## src/hw/rtl/lpcg_pkg.sv

```systemverilog
// lpcg_pkg: shared types, constants and colour tables of the LED pattern colour generator
// depends on nothing; used by lpcg_grad_chan and led_pattern_color_generator

package lpcg_pkg;

  // pattern selection codes
  typedef enum logic [3:0] {
    MODE_BLACK    = 4'd0,
    MODE_GRAY25   = 4'd1,
    MODE_GRAY50   = 4'd2,
    MODE_GRAY75   = 4'd3,
    MODE_WHITE    = 4'd4,
    MODE_RED      = 4'd5,
    MODE_GREEN    = 4'd6,
    MODE_BLUE     = 4'd7,
    MODE_GRADIENT = 4'd8,
    MODE_RING     = 4'd9,
    MODE_WIPE     = 4'd10
  } mode_t;

  // default ring and wipe length in LEDs
  localparam int SWEEP_LEDS_DEF = 24;

  // phase rate factors per channel, turn fraction * 2^40 per ms
  localparam logic [27:0] RATE_K_RED   = 28'd174992710;
  localparam logic [27:0] RATE_K_GREEN = 28'd64747303;
  localparam logic [27:0] RATE_K_BLUE  = 28'd19249198;
  localparam logic [27:0] RATE_K_WHITE = 28'd12249490;

  // phase step from one LED to the next
  localparam logic [23:0] LED_STEP = 24'd356024;

  // wipe period: six colours of one second each
  localparam int WIPE_MS     = 1000;
  localparam int WIPE_CYCLE  = 6 * WIPE_MS;
  localparam int WIPE_SHIFT  = 43;
  localparam logic [31:0] WIPE_RECIP = 32'((64'd1 << WIPE_SHIFT) / 64'(WIPE_CYCLE));

  // colour packed as {red, green, blue, white}
  typedef logic [31:0] colour_t;

  function automatic colour_t fixed_colour(input logic [2:0] code);
    colour_t c;
    case (code)
      3'd0:    c = 32'h00000000;
      3'd1:    c = 32'h40404040;
      3'd2:    c = 32'h80808080;
      3'd3:    c = 32'hC0C0C0C0;
      3'd4:    c = 32'hFFFFFFFF;
      3'd5:    c = 32'hFF000000;
      3'd6:    c = 32'h00FF0000;
      3'd7:    c = 32'h0000FF00;
      default: c = 32'h00000000;
    endcase
    return c;
  endfunction

  function automatic colour_t wipe_colour(input logic [2:0] sel);
    colour_t c;
    case (sel)
      3'd0:    c = 32'h0000FF00;
      3'd1:    c = 32'h00FFFF40;
      3'd2:    c = 32'h00FF0080;
      3'd3:    c = 32'hFFFF00FF;
      3'd4:    c = 32'hFF000080;
      3'd5:    c = 32'hFF00FF40;
      default: c = 32'h00000000;
    endcase
    return c;
  endfunction

endpackage

```

## src/hw/rtl/lpcg_grad_chan.sv

```systemverilog
// lpcg_grad_chan: one gradient channel, time to phase, parabolic sine, clamped level
// depends on lpcg_pkg; four register stages, one item per cycle

module lpcg_grad_chan #(
  parameter logic [27:0] RATE_K = lpcg_pkg::RATE_K_RED
) (
  input  logic        clk,
  input  logic [30:0] t_i,
  input  logic [4:0]  led_i,
  output logic [7:0]  chan_o
);

  logic [23:0] phase_r;
  logic [4:0]  led_r;
  logic [23:0] mag_r;
  logic        neg_r;
  logic [15:0] m_r;
  logic        neg2_r;
  logic [7:0]  chan_r;

  logic [58:0] prod_nxt;
  logic [23:0] p_nxt;
  logic [23:0] yv_nxt;
  logic [23:0] mag_nxt;
  logic [44:0] sq_nxt;
  logic [16:0] sum_nxt;
  logic [8:0]  v_nxt;

  // time phase product
  assign prod_nxt = 59'(t_i) * 59'(RATE_K);

  // led offset, quarter turn shift and magnitude
  assign p_nxt   = phase_r + 24'(led_r * lpcg_pkg::LED_STEP);
  assign yv_nxt  = p_nxt + 24'h400000;
  assign mag_nxt = yv_nxt[23] ? (yv_nxt - 24'h800000) : (24'h800000 - yv_nxt);

  // parabola a * (half - a)
  assign sq_nxt = 45'(mag_r) * 45'(24'h800000 - mag_r);

  // offset to unsigned and clamp
  assign sum_nxt = neg2_r ? (17'd32768 + 17'(m_r)) : (17'd32768 - 17'(m_r));
  assign v_nxt   = sum_nxt[16:8];

  always_ff @(posedge clk) begin
    phase_r <= prod_nxt[39:16];
    led_r   <= led_i;
    mag_r   <= mag_nxt;
    neg_r   <= ~yv_nxt[23];
    m_r     <= sq_nxt[44:29];
    neg2_r  <= neg_r;
    chan_r  <= v_nxt[8] ? 8'hFF : v_nxt[7:0];
  end

  assign chan_o = chan_r;

endmodule

```

## config.mk

```make
export PLATFORM = sky130hd
export DESIGN_NAME = lpcg_grad_chan
export DESIGN_NICKNAME = d
export VERILOG_FILES = /design/src/hw/rtl/lpcg_pkg.sv /design/src/hw/rtl/lpcg_grad_chan.sv
export SDC_FILE = /design/constraint.sdc
export NUM_CORES = 2
export LEC_CHECK = 0
export ABC_AREA = 1
export BUFFER_PORTS_ARGS = -buffer_cell sky130_fd_sc_hd__buf_2
export CORE_ASPECT_RATIO = 0.5
export CORE_MARGIN = 2
export CORE_UTILIZATION = 60
export DETAILED_ROUTE_END_ITERATION = 6
export GPL_TIMING_DRIVEN = 0
export PLACE_DENSITY_LB_ADDON = 0.25
export RECOVER_POWER = 25
export REMOVE_ABC_BUFFERS = 1
export SYNTH_ARGS = -nofsm -noshare
export SYNTH_HDL_FRONTEND = slang
export SYNTH_SLANG_ARGS = --single-unit
```

## constraint.sdc

```tcl
create_clock -name clk -period 11.15 [get_ports clk]
set_input_delay 2.23 -clock clk [delete_from_list [all_inputs] [get_ports clk]]
set_output_delay 2.23 -clock clk [all_outputs]
set_load 0.005 [all_outputs]
```

Word level (Yosys, flattened, before mapping)
Cells that the tools add are included.
{"block": "classes", "bitwise_logic": 1, "mux": 2, "multipliers": 3, "addsub": 7}
{"cell": "$mul A25 B25 Y45", "count": 1}
{"cell": "$mul A31 B27 Y39 const B", "count": 1}
{"cell": "$sub A24 B24 Y25 const A", "count": 1}
{"cell": "$add A24 B23 Y24 const B", "count": 1}
{"cell": "$add A24 B24 Y24", "count": 1}
{"cell": "$mux W24", "count": 1}
{"cell": "$sub A24 B24 Y24 const A", "count": 1}
{"cell": "$sub A24 B24 Y24 const B", "count": 1}
{"cell": "$mul A5 B16 Y21 const B", "count": 1}
{"cell": "$add A16 B16 Y17 const A", "count": 1}
{"cell": "$mux W17", "count": 1}
{"cell": "$sub A16 B16 Y17 const A", "count": 1}
{"cell": "$not A1 Y1", "count": 1}
{"block": "totals", "input_bits": 37, "ff_bits": 79, "elab_cells": 20}

Depth between registers and ports, before layout
{"block": "depth", "ltp_word": 5, "ltp_mapped": 41, "ltp_nobuf": 39}

Worst setup path before layout
No wires, ideal clock.
{"block": "synth_path", "path_type": "flip-flop to flip-flop", "start": "register mag_r[0]", "end": "register m_r[8]", "required_time_ns": 11.023, "synth_period_minus_slack_ns": 7.822, "setup_time_ns": 0.127, "arrival_time_ns": 7.695, "stages_incl_launch_ff": 38, "slack_ns": 3.328, "cell_sequence": "dfxtp_1 clkbuf_1 clkinv_1 clkbuf_1 ha_1 nand3_4 nor3_4 nand3_2 inv_2 nand2_2 nor3_4 nand3_2 nor3_2 ha_1 clkinv_1 clkbuf_1 nand2_1 fa_1 [2 not listed] inv_1 fa_1 inv_1 fa_1 fa_1 fa_1 inv_1 fa_1 inv_1 ha_1 a21oi_1 a21boi_0 o21ai_0 nor2_1 nand2_1 a21oi_1 o21ai_0 xor2_1"}
{"block": "synth_between", "elab_chain_len": 2}
{"item": "from (decl)", "line": "lpcg_grad_chan.sv:15", "rtl": "logic [23:0] mag_r;"}
{"item": "from (signal assigned)", "line": "lpcg_grad_chan.sv:47", "rtl": "mag_r <= mag_nxt;"}
{"item": "$sub A24 B24 Y25", "line": "lpcg_grad_chan.sv:38", "rtl": "assign sq_nxt = 45'(mag_r) * 45'(24'h800000 - mag_r);"}
{"item": "$mul A25 B25 Y45 (*)", "line": "lpcg_grad_chan.sv:38"}
{"item": "net sq_nxt[37]", "line": "lpcg_grad_chan.sv:25", "rtl": "logic [44:0] sq_nxt;"}
{"item": "to (signal assigned)", "line": "lpcg_grad_chan.sv:49", "rtl": "m_r <= sq_nxt[44:29];"}
{"item": "to (decl)", "line": "lpcg_grad_chan.sv:17", "rtl": "logic [15:0] m_r;"}
Mark *: on every way through the listed nets, which the timed path passes. The rest lies on a longest branch.
A chain may end at the register's enable or synchronous reset.

Worst setup path after layout
{"block": "layout_path", "start": "register mag_r[0]", "end": "register m_r[12]"}
Same word-level chain as after synthesis.

==> run_results.csv <==
group,metric,value,unit
outcome,status,"complete, but fails checks",
outcome,failed_checks,"max-capacitance violations, max-slew violations",
route,drt_first_pass_iters,6,
sta,tightest_slew,1580,ps
sta,fin_ws,504,ps
route,drt-initial-drc-count,2596,
global_routing,grt.total_usage,33.8,%
setup_path,r2r_start,"mag_r[0]",
sta,period_share,95.5,%
setup_path,worst-r2r-setup-slack,500,ps
placement,hpwlAfterDp,82300,um
yosys,yosysTopAreaCellShare,43.3,%
route,wl_met2,44400,um
yosys,syn_inst,4221,
setup_path,worstPathMaxFanout,31,
floorplan,die_h,175,um
floorplan,placeableCoreArea,57600,um^2
yosys,async_reset_ff_share,0,%
clock_tree,clk_pin_slew,60,ps
layout,final_cell_count_no_fill,4947,
route,met3_length,9110,um
layout,nets,5442,
clock_tree,hold_buffers,0,
sta,relSlewSlack,-5.62,%
route,antenna_left,0,
global_routing,grt_pass1_vias,29300,
worst_hold_path,whs_path_depth,0,
yosys,netlist_top_cells_count,"1217 x inv_1, 759 x fa_1, 651 x nand2_1, 472 x ha_1, 366 x nor2_1",
global_routing,grt.overflow.total,0,
worst_hold_path,hold_path_end,"mag_r[0]",
layout,diodes,0,
placement,gp_congestion,1.01,
global_routing,grt_max_degree,32,
yosys,synth-main-ff-cell,"dfxtp_1",
clock_tree,tritoncts,"done",
sta,min_period,10650,ps
yosys,ys_top_cells_by_area,"fa_1 43%, ha_1 17%, inv_1 13%",
clock_tree,cts_buffer_depth,2,
placement,port_buffers,44,
route,drc,0,
setup_path,slowest_stage,"clkinv_1",
floorplan,dieArea,60600,um^2
clock_tree,clock-root-buffer,"clkbuf_16",
sta,rsz0062_at_grt,"false",
yosys,ys_seq_area_share,4.50,%
setup_path,cp.arrival,10940,ps
yosys,postSynthAreaPerCell,8.32,um^2
route,wl_per_cell,19.7,um
layout,area_delta_synth_final,2.91,%
setup_path,required,11440,ps
sta,max_freq,93.9,MHz
worst_hold_path,hp-class,"flip-flop to flip-flop",
route,highest_layer,"met4",
route,vias,27300,
layout,drive_gt1_share,2.70,%
route,via_per_inst,5.52,
sta,finalHoldViolCount,0,
placement,dp.cells,4931,
yosys,yosysMostFrequentCell,"inv_1",
floorplan,die_w,346,um
route,wl_met1,38700,um
route,drt-total-wl,97200,um
setup_path,critPathKind,"flip-flop to flip-flop",
layout,postLayoutCoreUtil,62.7,%
floorplan,placement_rows,62,
yosys,synth_cell_types,54,
setup_path,rr_worst_depth,33,
setup_path,cp-end-kind,"flip-flop",
setup_path,slowest_delay,1030,ps
sta,clock-skew-final,14.8,ps
floorplan,initial_core_util,60.9,%
sta,setup_tns,0,ps
flow_run,drv_cap,1,
layout,fillers,5109,
clock_tree,post_cts_buffers,0,
yosys,synth_edf_count,0,
clock_tree,clock_sinks,79,
setup_path,crit_top_cell,"fa_1",
yosys,ys_ff_latch,79,
yosys,ys_warn_count,0,
clock_tree,htree_levels,3,
sta,setup_viol,0,
global_routing,grt_pass1_wl,157000,um
yosys,yosysTopAreaCell,"fa_1",
global_routing,antenna_found_initial,0,
setup_path,reg2reg_to,"m_r[12]",
sta,drv_slew,22,
setup_path,start_kind,"flip-flop",
clock_tree,cts_resized,0,
yosys,syn_area,35100,um^2
clock_tree,numCtsBuffers,9,
placement,post-place-ws,894,ps
worst_hold_path,hp-start,"phase_r[0]",
floorplan,io_pins,45,
clock_tree,worstSkewPairLatency,370,ps
[layout make-up]
type | instances | area, um^2 | area share, %
Multi-Input combinational cell | 2799 | 28400 | 78.7
Inverter | 1241 | 4660 | 12.9
Sequential cell | 79 | 1580 | 4.38
Tap cell | 768 | 961 | 2.66
Clock buffer | 12 | 246 | 0.682
Timing Repair Buffer | 44 | 219 | 0.606
Clock inverter | 4 | 30.0 | 0.0831
[flip-flops by register name (all words and copies together) (netlist names)]
register  count
chan_o        8
neg2_r        1
neg_r         1
mag_r        24
m_r          16
phase_r      24
led_r         5
[logic make-up (layout without fill, tap and decap cells)]
family / Yosys count / count (layout) / synth area share [%]
buffers and inverters: 1343 / 1301 / 14.5
AOI/OAI and AO/OA: 256 / 256 / 4.08
and+or+nand+nor: 1207 / 1207 / 14.2
adders and majority gates: 1231 / 1231 / 60.1
xor gates and xnor gates: 105 / 105 / 2.62
DFF: 79 / 79 / 4.50
[layout by cell type, fill, tap and decap left out, types with 42 or more instances in the layout]
master | netlist | routed
inv_1 | 1217 | 1217
nand3_1 | 68 | 68
nor2_1 | 366 | 367
o21ai_0 | 69 | 69
dfxtp_1 | 79 | 78
xnor2_1 | 42 | 42
buf_2 | 7 | 43
fa_1 | 759 | 759
ha_1 | 472 | 472
nand2_1 | 651 | 652
a21oi_1 | 122 | 122
xor2_1 | 63 | 63
[stage by stage]
step | hold slack (ps) | instance area (um^2)
2_1_floorplan | 310 | 34700
3_3_place_gp | 338 | 35900
3_5_place_dp | 336 | 35900
4_1_cts | 345 | 36100
5_1_grt | 354 | 36100
6_report | 344 | 36100
[critical path: cells and delay by family, from the launching register on]
family / cells / cell delay (ps)
adder cells (fa/ha/maj): 10 / 5040
buffers and inverters: 8 / 2130
AND/OR/NAND/NOR: 13 / 2040
XOR/XNOR: 1 / 150
AO/OA/AOI/OAI: 1 / 180
flip-flops: 1 / 930
[routing by layer]
metal	vias up	global-route usage (%)
met1	13500	44.2
li1	12200	-
met2	1268	55.2
met5	-	0
met3	305	6.63
met4	0	15.0
[how the worst max path moves through the flow]
stage / from / end / slack, ps / cells past startpoint
6_report: mag_r[0] / m_r[12] / 500 / 33
5_1_grt: mag_r[0] / m_r[8] / 250 / 34
4_1_cts: mag_r[0] / m_r[8] / 880 / 34
3_5_place_dp: mag_r[0] / m_r[8] / 890 / 34
3_3_place_gp: mag_r[0] / m_r[8] / 230 / 34
2_1_floorplan: mag_r[0] / m_r[8] / 3170 / 34
Power is left out: the tool's default activity adds up to more than one toggle a clock period on the data nets, which glitch-free logic cannot reach.
